File: config.mk
export PLATFORM = sky130hd
export DESIGN_NAME = auto_range_sensor_scaler
export DESIGN_NICKNAME = d
export VERILOG_FILES = /design/src/design/arss_pkg.sv /design/src/design/arss_divider.sv /design/src/design/arss_multiplier.sv /design/src/design/auto_range_sensor_scaler.sv
export SDC_FILE = /design/constraint.sdc
export NUM_CORES = 1
export LEC_CHECK = 0
export ABC_AREA = 0
export BUFFER_PORTS_ARGS = -buffer_cell sky130_fd_sc_hd__buf_2
export CAP_MARGIN = 40
export CORE_UTILIZATION = 40
export DETAILED_ROUTE_END_ITERATION = 10
export GPL_TIMING_DRIVEN = 1
export PLACE_DENSITY = 0.67
export SYNTH_ARGS = -nofsm -noshare
export SYNTH_HDL_FRONTEND = slang
export SYNTH_SLANG_ARGS = --single-unit
export TNS_END_PERCENT = 50
File: constraint.sdc
create_clock -name clk -period 5.9 [get_ports clk]
set_clock_uncertainty 0.15 [all_clocks]
set_input_delay 0.885 -clock clk [delete_from_list [all_inputs] [get_ports clk]]
set_output_delay 0.885 -clock clk [all_outputs]
set_load 0.005 [all_outputs]
File: src/design/arss_pkg.sv
package arss_pkg;

  localparam int SAMPLE_W = 10;
  localparam int STORED_W = 16;
  localparam int OUT_W    = 10;

  typedef enum logic [1:0] {
    ACT_MEASURE   = 2'd0,
    ACT_CALIBRATE = 2'd1,
    ACT_RESET     = 2'd2,
    ACT_LOAD      = 2'd3
  } action_t;

  typedef struct packed {
    action_t             action;
    logic [SAMPLE_W-1:0] sample;
    logic [STORED_W-1:0] stored_low;
    logic [STORED_W-1:0] stored_high;
  } item_t;

  typedef struct packed {
    logic [OUT_W-1:0] scaled;
    logic [OUT_W-1:0] raw_echo;
    logic [OUT_W-1:0] bound_low;
    logic [OUT_W-1:0] bound_high;
  } result_t;

endpackage

File: src/design/arss_divider.sv
// Restoring divider, one quotient bit per cycle.
module arss_divider #(
  parameter int NW = 16,
  parameter int DW = 10
) (
  input  logic          clk,
  input  logic          rst,
  input  logic          start,
  input  logic [NW-1:0] dividend,
  input  logic [DW-1:0] divisor,
  output logic          done,
  output logic [NW-1:0] quotient
);

  localparam int CW = (NW > 1) ? $clog2(NW) : 1;

  logic          busy;
  logic [CW-1:0] cnt;
  logic [DW-1:0] rem;
  logic [NW-1:0] quo;
  logic [DW-1:0] dvs;
  logic [DW:0]   trial;
  logic          fits;
  logic [DW-1:0] rem_next;

  always_comb begin
    trial    = {rem, quo[NW-1]};
    fits     = trial >= {1'b0, dvs};
    rem_next = fits ? DW'(trial - {1'b0, dvs}) : trial[DW-1:0];
  end

  always_ff @(posedge clk) begin
    if (rst) begin
      busy <= 1'b0;
      done <= 1'b0;
      cnt  <= '0;
    end else begin
      done <= 1'b0;
      if (start) begin
        busy <= 1'b1;
        cnt  <= '0;
        rem  <= '0;
        quo  <= dividend;
        dvs  <= divisor;
      end else if (busy) begin
        rem <= rem_next;
        quo <= {quo[NW-2:0], fits};
        cnt <= cnt + 1'b1;
        if (cnt == CW'(NW - 1)) begin
          busy <= 1'b0;
          done <= 1'b1;
        end
      end
    end
  end

  assign quotient = quo;

endmodule

File: src/design/arss_multiplier.sv
// Shift-add multiplier, multiplier bits taken MSB first, one per cycle.
// The caller guarantees the product fits PW bits.
module arss_multiplier #(
  parameter int AW = 10,
  parameter int PW = 16
) (
  input  logic          clk,
  input  logic          rst,
  input  logic          start,
  input  logic [AW-1:0] a,
  input  logic [PW-1:0] b,
  output logic          done,
  output logic [PW-1:0] product
);

  localparam int CW = (AW > 1) ? $clog2(AW) : 1;

  logic          busy;
  logic [CW-1:0] cnt;
  logic [AW-1:0] a_sh;
  logic [PW-1:0] b_r;
  logic [PW-1:0] acc;

  always_ff @(posedge clk) begin
    if (rst) begin
      busy <= 1'b0;
      done <= 1'b0;
      cnt  <= '0;
    end else begin
      done <= 1'b0;
      if (start) begin
        busy <= 1'b1;
        cnt  <= '0;
        a_sh <= a;
        b_r  <= b;
        acc  <= '0;
      end else if (busy) begin
        acc  <= {acc[PW-2:0], 1'b0} + (a_sh[AW-1] ? b_r : '0);
        a_sh <= {a_sh[AW-2:0], 1'b0};
        cnt  <= cnt + 1'b1;
        if (cnt == CW'(AW - 1)) begin
          busy <= 1'b0;
          done <= 1'b1;
        end
      end
    end
  end

  assign product = acc;

endmodule

File: src/design/auto_range_sensor_scaler.sv
// Channel  Signals                             Direction  Payload
// item     item_valid, item_stall, item        in         arss_pkg::item_t
// result   result_valid, result_stall, result  out        arss_pkg::result_t
//
// One request at a time; item_stall is high from acceptance until the result
// has moved into the output register. Calibrate, reset, load and a measure
// with empty bounds go straight to the finish state; any other measure runs the
// bit-serial divider (B+FRACTION_BITS steps) and then the multiplier (W steps),
// B = clog2(SAMPLE_MAX+1), W = max(B, 10).
// rst (synchronous) sets the bounds to SAMPLE_MAX / 0 and empties the output.
// A stalled result waits in its register while the next request is worked
// on; that result moves in at the edge the waiting one leaves.
module auto_range_sensor_scaler #(
  parameter int SAMPLE_MAX    = 1023,
  parameter int FRACTION_BITS = 6
) (
  input  logic              clk,
  input  logic              rst,
  input  logic              item_valid,
  output logic              item_stall,
  input  arss_pkg::item_t   item,
  output logic              result_valid,
  input  logic              result_stall,
  output arss_pkg::result_t result
);

  // Bits to hold SAMPLE_MAX; bounds must also hold any raw sample.
  localparam int SB  = $clog2(SAMPLE_MAX + 1);
  localparam int BDW = (SB > arss_pkg::SAMPLE_W) ? SB : arss_pkg::SAMPLE_W;
  // Dividend SAMPLE_MAX << FRACTION_BITS; quotient and product fit NW bits.
  localparam int NW  = SB + FRACTION_BITS;
  localparam int SW  = (NW > arss_pkg::OUT_W) ? NW : arss_pkg::OUT_W;

  localparam logic [NW-1:0]  DIVIDEND = NW'(SAMPLE_MAX) << FRACTION_BITS;
  localparam logic [BDW-1:0] SMAX_B   = BDW'(SAMPLE_MAX);

  typedef enum logic [1:0] {IDLE, DIVIDE, MULTIPLY, FINISH} state_t;

  state_t                          state;
  logic [BDW-1:0]                  low_bound;
  logic [BDW-1:0]                  high_bound;
  logic [BDW-1:0]                  v_off;
  logic [BDW-1:0]                  divisor;
  logic [arss_pkg::SAMPLE_W-1:0]   raw;
  arss_pkg::action_t               act;
  logic [arss_pkg::OUT_W-1:0]      scaled;
  logic                            div_start;
  logic                            mul_start;

  logic                            div_done;
  logic [NW-1:0]                   quotient;
  logic                            mul_done;
  logic [NW-1:0]                   product;

  logic                            accept;
  logic                            result_load;
  logic [BDW-1:0]                  s_w;
  logic                            empty;
  logic [BDW-1:0]                  v_clamp;
  logic [BDW-1:0]                  v_off_next;
  logic [BDW-1:0]                  range_w;
  logic [BDW-1:0]                  divisor_next;
  logic [BDW-1:0]                  low_next;
  logic [BDW-1:0]                  high_next;
  logic [BDW-1:0]                  restart_low;
  logic                            load_bad;
  logic [SW-1:0]                   prod_shift;

  assign item_stall  = (state != IDLE);
  assign accept      = item_valid && (state == IDLE);
  assign result_load = (state == FINISH) && (!result_valid || !result_stall);

  // Bound update and measure preparation, all from the current bounds.
  always_comb begin
    s_w          = BDW'(item.sample);
    empty        = low_bound > high_bound;
    v_clamp      = (s_w < low_bound) ? low_bound :
                   ((s_w > high_bound) ? high_bound : s_w);
    v_off_next   = v_clamp - low_bound;
    range_w      = high_bound - low_bound;
    divisor_next = (range_w == '0) ? BDW'(1) : range_w;
    restart_low  = (s_w < SMAX_B) ? s_w : SMAX_B;
    load_bad     = (item.stored_high > arss_pkg::STORED_W'(SAMPLE_MAX)) ||
                   (item.stored_low > item.stored_high);
    low_next     = low_bound;
    high_next    = high_bound;
    unique case (item.action)
      arss_pkg::ACT_MEASURE: begin
      end
      arss_pkg::ACT_CALIBRATE: begin
        low_next  = (s_w < low_bound) ? s_w : low_bound;
        high_next = (s_w > high_bound) ? s_w : high_bound;
      end
      arss_pkg::ACT_RESET: begin
        low_next  = restart_low;
        high_next = s_w;
      end
      arss_pkg::ACT_LOAD: begin
        if (load_bad) begin
          low_next  = restart_low;
          high_next = s_w;
        end else begin
          // Both are at most SAMPLE_MAX here, so nothing is lost.
          low_next  = BDW'(item.stored_low);
          high_next = BDW'(item.stored_high);
        end
      end
      default: begin
      end
    endcase
  end

  // Drop the fraction, keep the field width.
  assign prod_shift = SW'(product) >> FRACTION_BITS;

  always_ff @(posedge clk) begin
    if (rst) begin
      state        <= IDLE;
      low_bound    <= SMAX_B;
      high_bound   <= '0;
      div_start    <= 1'b0;
      mul_start    <= 1'b0;
      result_valid <= 1'b0;
    end else begin
      div_start <= 1'b0;
      mul_start <= 1'b0;
      if (result_load) begin
        result_valid <= 1'b1;
      end else if (!result_stall) begin
        result_valid <= 1'b0;
      end
      unique case (state)
        IDLE: begin
          if (accept) begin
            raw        <= item.sample;
            act        <= item.action;
            low_bound  <= low_next;
            high_bound <= high_next;
            v_off      <= v_off_next;
            divisor    <= divisor_next;
            if (item.action == arss_pkg::ACT_MEASURE && !empty) begin
              div_start <= 1'b1;
              state     <= DIVIDE;
            end else begin
              scaled <= '0;
              state  <= FINISH;
            end
          end
        end
        DIVIDE: begin
          if (div_done) begin
            mul_start <= 1'b1;
            state     <= MULTIPLY;
          end
        end
        MULTIPLY: begin
          if (mul_done) begin
            scaled <= prod_shift[arss_pkg::OUT_W-1:0];
            state  <= FINISH;
          end
        end
        FINISH: begin
          if (result_load) begin
            result.scaled     <= scaled;
            result.raw_echo   <= raw;
            result.bound_low  <= low_bound[arss_pkg::OUT_W-1:0];
            result.bound_high <= high_bound[arss_pkg::OUT_W-1:0];
            state             <= IDLE;
          end
        end
        default: state <= IDLE;
      endcase
    end
  end

  arss_divider #(
    .NW (NW),
    .DW (BDW)
  ) u_div (
    .clk      (clk),
    .rst      (rst),
    .start    (div_start),
    .dividend (DIVIDEND),
    .divisor  (divisor),
    .done     (div_done),
    .quotient (quotient)
  );

  arss_multiplier #(
    .AW (BDW),
    .PW (NW)
  ) u_mul (
    .clk     (clk),
    .rst     (rst),
    .start   (mul_start),
    .a       (v_off),
    .b       (quotient),
    .done    (mul_done),
    .product (product)
  );

  // Bounds only move when a request is taken.
  a_bounds_hold: assert property (@(posedge clk) disable iff (rst)
    !accept |=> ($stable(low_bound) && $stable(high_bound)))
    else $error("bounds changed without a request");

  // The divider only finishes while the sequencer waits for it.
  a_div_done_state: assert property (@(posedge clk) disable iff (rst)
    div_done |-> (state == DIVIDE))
    else $error("divider finished outside the divide phase");

  // Only a measure can give a nonzero scaled value.
  a_scaled_zero: assert property (@(posedge clk) disable iff (rst)
    (result_load && act != arss_pkg::ACT_MEASURE) |=> (result.scaled == '0))
    else $error("nonzero scaled value for a non-measure request");

endmodule
Word-level counts from Yosys, hierarchy flattened
Cells that the tools add are included.
- register bits: 195
- input bits: 48
- output and inout bits: 42
- logic and storage cells: 131
- add/subtract/negate cells: 6
- magnitude comparators: 7
- equal/unequal tests: 16
- muxes and demuxes: 38
- bitwise logic cells: 6
- reductions and logical operators: 32
- operator list (kind ; count):
    $mux W10 ; 14
    $pmux W10 S3 ; 2
    $mux W16 ; 3
    $sub A10 B10 Y10 ; 3
    $gt A10 B10 Y1 ; 2
    $pmux W10 S2 ; 1
    $add A16 B16 Y16 ; 1
    $gt A16 B10 Y1 const B ; 1
    $gt A16 B16 Y1 ; 1
    $mux W1 ; 12
    $reduce_and A4 Y1 ; 3
    $ge A11 B10 Y1 ; 1
    $logic_not A10 Y1 ; 1
    $lt A10 B10 Y1 ; 1
    $lt A10 B10 Y1 const B ; 1
    $mux W2 ; 5
    $ne A2 B2 Y1 const B ; 5
    $reduce_or A3 Y1 ; 3
    $add A4 B1 Y4 const B ; 2
    $eq A2 B2 Y1 const B ; 4
    $eq A4 B4 Y1 const B ; 2
    $pmux W2 S4 ; 1
    $reduce_and A2 Y1 ; 4
    $reduce_bool A2 Y1 ; 4
    11 further kinds ; 28

Longest topological paths before layout
Gate-level depths: netlist of the first run.
- depth after elaboration: 6
- depth in mapped cells: 20
- gate-level depth less buffers: 18

Hierarchy
Synthesis of the first run repeated with hierarchy kept, for this count alone.
- cell total of the unflattened synthesis: 888
- area, all modules: 10218.6 sq um
- modules (own cells, without submodules) (module ; times used ; cells an instance ; area each (sq um) ; seq. area each (sq um)):
    auto_range_sensor_scaler ; 1 ; 491 ; 5495.3 ; 2902.8
    arss_multiplier ; 1 ; 218 ; 2557.5 ; 1381.3
    arss_divider ; 1 ; 179 ; 2165.8 ; 1201.2

Worst setup path after synthesis of the first run
Ideal clock, no wire load.
- path kind: input to register
- from: in rst
- to: reg result[0] (netlist bit), enable pin
- arrival: 4.268 ns
- required time: 5.252 ns
- slack: 0.984 ns
- cell stages on the path: 3
- path through: clkbuf_1 > clkbuf_1 > a211oi_1
- longest elaborated chain between the ends: 2
- RTL lines (what ; RTL line ; text):
    start, declared ; auto_range_sensor_scaler.sv:18 ; input logic rst,
    $not A1 Y1 (no source line) ; -- ;
    $reduce_and A3 Y1 (no source line) ; -- ;
    end, declared ; auto_range_sensor_scaler.sv:24 ; output arss_pkg::result_t result
Every way passes these cells.
A chain may end at the register's enable or synchronous reset.

Worst setup path in the final report of the first run
- from: in item[37] (netlist bit)
- to: reg v_off[9] (data pin)
- longest elaborated chain between the ends: 4
- RTL lines (what ; RTL line ; text):
    start, declared ; auto_range_sensor_scaler.sv:21 ; input arss_pkg::item_t item,
    $gt A10 B10 Y1 ; auto_range_sensor_scaler.sv:78 ; ((s_w > high_bound) ? high_bound : s_w);
    $mux W10 ; auto_range_sensor_scaler.sv:78 ;
    $mux W10 * ; auto_range_sensor_scaler.sv:77 ; v_clamp = (s_w < low_bound) ? low_bound :
    $sub A10 B10 Y10 * ; auto_range_sensor_scaler.sv:79 ; v_off_next = v_clamp - low_bound;
    net v_off_next[9] ; auto_range_sensor_scaler.sv:60 ; logic [BDW-1:0] v_off_next;
    end signal, assigned ; auto_range_sensor_scaler.sv:139 ; v_off <= v_off_next;
    end, declared ; auto_range_sensor_scaler.sv:42 ; logic [BDW-1:0] v_off;
Mark *: on every way through the listed nets, which the timed path passes. The rest lies on a longest branch.

==> run summary, run 1 <==
• **CTS buffer count** 17
• **total die area** 0.02565 sq mm
• **DRT Wirelength** 20600 microns
• **outcome** finished, final reports clean
• **H-tree lvl count** 4
• **Post CTS Setup Buffer Count** 0
• **compound-gate portion of the synthesized area** 11.41%
• **slowest CP cell** or2_1
• **unrepaired setup endpoints after global routing** false
• **fraction of final layout cells sized beyond drive strength 1** 17.00%
• **buffer cell driving the clock tree root** clkbuf_16
• **post-synthesis sequential area ratio** 54.83%
• **number of vias per cell after detailed routing** 5.220
• **post-synthesis share of cell area spent on and, or, nand and nor gates** 12.77%
• **PortBufs** 89
• **leakage power figure** 4.529 nW
• **Tmin final** 4528 ps
• **Worst EP required** 5930 ps
• **Worst IR Drop VDD** 0.0001879 V
• **GRT Residual Overflow** 0
• **synthesis-to-finish area growth** 15.08%
• **classification of the worst setup path** primary input to flip-flop
• **maximum number of pins on one net before global-route repair** 41
• **violation count after the first detailed-route iteration** 481
• **GPL Wtd Cong** 0.8442
• **share of synthesized registers carrying an async set or reset** 0%
• **largest fanout on the critical path** 21
• **leading post-synthesis cells by cell area** edfxtp_1 (47%), ha_1 (11%), dfxtp_1 (7.4%)
• **Net count, final** 1112
• **peak clock frequency supported by timing** 220.8 MHz
• **initial antenna violation count** 0
• **worst-margin pin slew** 749.7 ps
• **critical path endpoint category** flip-flop
• **worst slew margin relative to its limit** 49.68%
• **initial core utilization** 41.02%
• **power per cell area** 317.9 mW/mm^2
• **Ant. Diodes** 0
• **vias in the first global route** 6730
• **proportion of netlist area held by the largest area contributor** 47.42%
• **type of element launching the critical path** primary input
• **clock latency reported for the late side of the worst-skew pair** 430 ps
• **number of synthesized flops with an enable pin** 158
• **dominant combinational cell family by area after synthesis** simple AND/OR/NAND/NOR gates
• **number of clock sinks seen by CTS** 195
• **CP max stage delay** 650 ps
• **routed wire length per instance** 15.70 microns
• **sum of negative setup slack** 0 ps
• **CTS tree** done
• **crit path DAT** 4560 ps
• **number of distinct library cells after synthesis** 64
• **number of resized instances in the post-cts repair step** 0
• **syn nets** 1012
• **summed instance area of the synthesized netlist** 0.01000 sq mm
• **die span in y** 160.2 microns
• **placed wire-length estimate after detailed placement** 15450 microns
• **Final Hold Slack** 265.5 ps
• **adder and majority gate portion of the synthesized area** 11.43%
• **area share of xor/xnor cells in the synthesized design** 2.714%
• **wire length of the first global-routing pass** 34070 microns
• **I/O pins** 90
• **width of the chip** 160.2 microns
• **total global-route track usage** 16.76%
• **Avg Cell Area, Syn** 11.43 sq um
• **number of storage elements in the synthesis netlist** 195
• **most instantiated flip-flop cell in the synthesis netlist** edfxtp_1
• **area leader, netlist** edfxtp_1
• **most used cell along the critical path** a21oi_1
• **Yosys Warn Count** 0
• **worst hold-check path type** flip-flop to flip-flop
• **portion of the clock cycle consumed by the worst path in the final layout** 76.75%
• **length of the first detailed-routing pass in iterations** 5
• **number of standard cells after synthesis** 875
• **Residual DRC** 0
• **number of routed nets with antenna violations** 0
• **count leader, synth** edfxtp_1
• **Max Cap Violations** 0
• **number of filler instances in the final layout** 2224
• **vias** 6848
• **hold bufs inserted after CTS** 0
• **# rows** 57
• **post-CTS clock slew at the launch and capture registers of the worst setup and hold paths** 70 ps
• **core box area** 0.02439 sq mm
• **Critical Path, Cell by Cell** buf_2, ha_1, a21oi_1, o21ai_1, a2111oi_0, or2_1, nor2_1, a21oi_1, a21oi_1, ha_1, nor2b_1, o21a_1, o21ai_1, a21oi_1, o2111ai_1, nand3_1, xnor2_1
• **number of failing setup endpoints in the final timing report** 0
• **mux cell area share after synthesis** 3.327%
• **count of final hold-check violations** 0
• **pins over their slew limit** 0
• **CTS Buffer Depth** 2
• **Commonest cells post-synth** edfxtp_1 (158), ha_1 (85), nor2_1 (83)
-- stage by stage --
step / util [%] / setup WS [ps] / std cells / total power, mW / instance area, sq um
finish: 47.20 / 1372 / 1312 / 3.661 / 11510
global route: 47.20 / 1145 / 1312 / 3.848 / 11510
CTS: 47.20 / 1481 / 1312 / 3.685 / 11510
detailed placement: 44.78 / 1042 / 1280 / 2.517 / 10920
global placement: 44.63 / 1166 / 1277 / 2.504 / 10890
floorplan: - / 984.0 / 875 / 2.287 / 10000
-- power breakdown --
part | total (mW) | leakage (nW) | internal [mW] | switching [mW]
Combinational | 0.768 | 2.51 | 0.307 | 0.461
Sequential | 1.73 | 1.73 | 1.66 | 0.0657
Clock | 1.17 | 0.283 | 0.635 | 0.531
-- final cells by class --
cell class              instances  area, sq um  area share (%)
clock buffers                  17        425.4           3.695
inverters                      72        270.3           2.347
clock inverters                15        165.2           1.434
repair buffers                102        558.0           4.847
well taps                     324        405.4           3.521
multi-input cells             587         4204           36.51
flip-flops and latches        195         5485           47.64
-- worst paths after layout --
check,start,to,slack (ps),cells past startpoint
worst max-delay path,item[37],v_off[9]$_DFFE_PP_,1370,17
worst min register to register,scaled[7]$_SDFFCE_PN0P_,result[37]$_DFFE_PP_,270,0
worst min-delay path,scaled[7]$_SDFFCE_PN0P_,result[37]$_DFFE_PP_,270,0
worst max register to register,high_bound[5]$_SDFFE_PP0P_,v_off[9]$_DFFE_PP_,1470,17
-- cells in the final DEF (no fill, tap or decap), types with 4 or more instances in the layout --
cell type	count
or2_2	10
a31oi_1	5
a311oi_1	4
dfxtp_1	37
inv_1	71
o211ai_1	5
nand3_1	9
and3_1	5
mux2_2	10
nand2b_1	6
nor2_1	80
xor2_1	13
nand2_1	43
nand4_1	12
fa_1	4
and2_1	25
or3b_1	4
nor3_1	18
o21a_1	15
a21o_1	8
o21ai_0	13
mux2i_1	22
buf_4	11
edfxtp_1	158
clkbuf_16	17
nor2b_1	16
a211oi_1	10
o21ai_1	34
a21oi_1	63
buf_2	89
xnor2_1	18
ha_1	85
inv_6	6
-- critical path: cells and delay by family --
kind	cells	cell delay (ps)
AO/OA/AOI/OAI	9	1770
XOR/XNOR	1	130
adder cells (fa/ha/maj)	2	640
buffers and inverters	1	140
AND/OR/NAND/NOR	4	970
-- kinds of logic after synthesis --
group,Yosys count
AND/OR/NAND/NOR,252
flip-flops,195
AO/OA/AOI/OAI,183
buffers and inverters,93
adder cells (fa/ha/maj),89
multiplexers,32
XOR/XNOR,31
-- metal layers --
layer / up-vias / wire length, microns / track usage, %
met5: - / 0 / 0
met4: 0 / 304 / 5.108
met3: 24 / 1250 / 2.779
met2: 213 / 9250 / 26.58
met1: 3231 / 9791 / 23.45
li1: 3380 / - / -
-- registers in the layout, summed over array words and instances, names as in the netlist, 16 cells and up --
signal and flops:
u_div.quotient 16, result 40, u_mul.product 16, u_mul.b_r 16
No activity file was read; power rests on OpenSTA's default activity.
==> run 2, diff against run 1 <==
==> constraint.sdc (replaced) <==
create_clock -name clk -period 4.5 [get_ports clk]
set_clock_uncertainty 0.15 [all_clocks]
set_input_delay 0.675 -clock clk [delete_from_list [all_inputs] [get_ports clk]]
set_output_delay 0.675 -clock clk [all_outputs]
set_load 0.005 [all_outputs]
==> run summary, run 2 (synthesized netlist as in run 1, its figures left out) <==
• **outcome** finished, final reports clean
• **GPL Wtd Cong** 0.8637
• **maximum number of pins on one net before global-route repair** 33
• **post-CTS clock slew at the launch and capture registers of the worst setup and hold paths** 80 ps
• **fraction of final layout cells sized beyond drive strength 1** 17.34%
• **number of routed nets with antenna violations** 0
• **number of vias per cell after detailed routing** 5.193
• **initial core utilization** 41.02%
• **critical path endpoint category** flip-flop
• **worst slew margin relative to its limit** 42.83%
• **placed cell areas** 0.01095 sq mm
• **clock latency reported for the late side of the worst-skew pair** 440 ps
• **portion of the clock cycle consumed by the worst path in the final layout** 91.15%
• **most frequent standard cell in the layout excluding fill and tap cells** edfxtp_1
• **final design instance area without fill** 0.01158 sq mm
• **Biggest register** result
• **wire length of the first global-routing pass** 33890 microns
• **Net count, final** 1116
• **Ant. Diodes** 0
• **Worst IR Drop VDD** 0.0002373 V
• **classification of the worst setup path** flip-flop to flip-flop
• **CTS buffer count** 17
• **worst hold-check path type** flip-flop to flip-flop
• **pins over their slew limit** 0
• **die span in y** 160.2 microns
• **initial antenna violation count** 0
• **unrepaired setup endpoints after global routing** false
• **worst setup slack before clock tree synthesis** 172.2 ps
• **vias in the first global route** 6591
• **leakage power figure** 4.575 nW
• **H-tree lvl count** 4
• **CTS tree** done
• **Residual DRC** 0
• **largest fanout on the critical path** 9
• **synthesis-to-finish area growth** 15.76%
• **setup slack after layout** 398.1 ps
• **hold bufs inserted after CTS** 0
• **GRT Residual Overflow** 0
• **Largest register FFs** 40
• **DRT Wirelength** 20750 microns
• **vias** 6834
• **routed wire length per instance** 15.77 microns
• **number of filler instances in the final layout** 2261
• **final non-filler cell total** 1316
• **total global-route track usage** 16.80%
• **Worst EP required** 4540 ps
• **crit path DAT** 4140 ps
• **CTS Buffer Depth** 2
• **worst-margin pin slew** 851.8 ps
• **power per cell area** 424.3 mW/mm^2
• **Tmin final** 4102 ps
• **number of clock sinks seen by CTS** 195
• **count of final hold-check violations** 0
• **final total power** 4.914 mW
• **placed wire-length estimate after detailed placement** 15340 microns
• **PortBufs** 89
• **buffer cell driving the clock tree root** clkbuf_16
• **Cells after DPL** 1284
• **length of the first detailed-routing pass in iterations** 5
• **width of the chip** 160.2 microns
• **Max Cap Violations** 0
• **core box area** 0.02439 sq mm
• **type of element launching the critical path** flip-flop
• **peak clock frequency supported by timing** 243.8 MHz
• **number of failing setup endpoints in the final timing report** 0
• **violation count after the first detailed-route iteration** 467
• **Post CTS Setup Buffer Count** 0
• **total die area** 0.02565 sq mm
• **sum of negative setup slack** 0 ps
• **# rows** 57
• **I/O pins** 90
• **top library cells by usage in the layout, fill and taps aside** edfxtp_1 (158), buf_2 (89), ha_1 (85)
• **number of resized instances in the post-cts repair step** 0
==> run 2: cell types whose count changed in the layout (fill, tap and decap cells not counted), sizes merged <==
cell,delta
bufinv,+1
buf,+4
inv,+2
clkinvlp,-3
==> run 2: critical path, stage by stage (launching register included) <==
cell and delay [ps]:
dfxtp_1 500, inv_1 130, ha_1 290, nand4_1 130
a211oi_1 70, a2111oi_0 510, or2_1 380, nor2_1 70
a21oi_1 190, a21oi_1 120, ha_1 280, nor2b_1 130
o21a_1 180, o21ai_1 160, a21oi_1 140, o2111ai_1 200
nand3_1 110, xnor2_1 130
==> run 2: path summary, 6_finish.rpt <==
kind	from	end	slack (ps)	cells after the start
setup / recovery	high_bound[6]$_SDFFE_PP0P_	v_off[9]$_DFFE_PP_	400	17
hold / removal	scaled[1]$_SDFFCE_PN0P_	result[31]$_DFFE_PP_	270	0
setup reg to reg	high_bound[6]$_SDFFE_PP0P_	v_off[9]$_DFFE_PP_	400	17
hold reg to reg	scaled[1]$_SDFFCE_PN0P_	result[31]$_DFFE_PP_	270	0
==> run 2: layout make-up <==
cell class                 instances  area [sq um]  share of cell area [%]
sequential                       195          5485                   47.36
multi-input combinational        587          4204                   36.30
timing repair buffer             106         580.6                   5.013
clock buffer                      17         425.4                   3.673
tap                              324         405.4                   3.500
inverter                          72         270.3                   2.334
clock inverter                    15         210.2                   1.815
==> run 2: per-stage QoR <==
step / hold slack, ps / util [%]
floorplan: 250.3 / -
global placement: 253.2 / 44.81
detailed placement: 254.5 / 44.88
CTS: 272.1 / 47.48
global route: 274.3 / 47.48
finish: 269.0 / 47.48
==> run 2: layer usage <==
| metal | global-route usage, % | wire [microns] | share of wire, % | up-vias |
|---|---|---|---|---|
| li1 | - | - | - | 3381 |
| met1 | 23.22 | 9909 | 48 | 3238 |
| met2 | 26.28 | 9425 | 45 | 184 |
| met3 | 3.013 | 966 | 4.7 | 31 |
| met4 | 6.277 | 446 | 2.1 | 0 |
| met5 | 0 | 0 | 0 | - |
==> run 2: report_power, final <==
| group | switching [mW] | internal, mW | leakage (nW) |
|---|---|---|---|
| Combinational | 0.623 | 0.412 | 2.53 |
| Sequential | 0.0801 | 2.18 | 1.73 |
| Clock | 0.719 | 0.904 | 0.312 |
| Total | 1.42 | 3.49 | 4.57 |
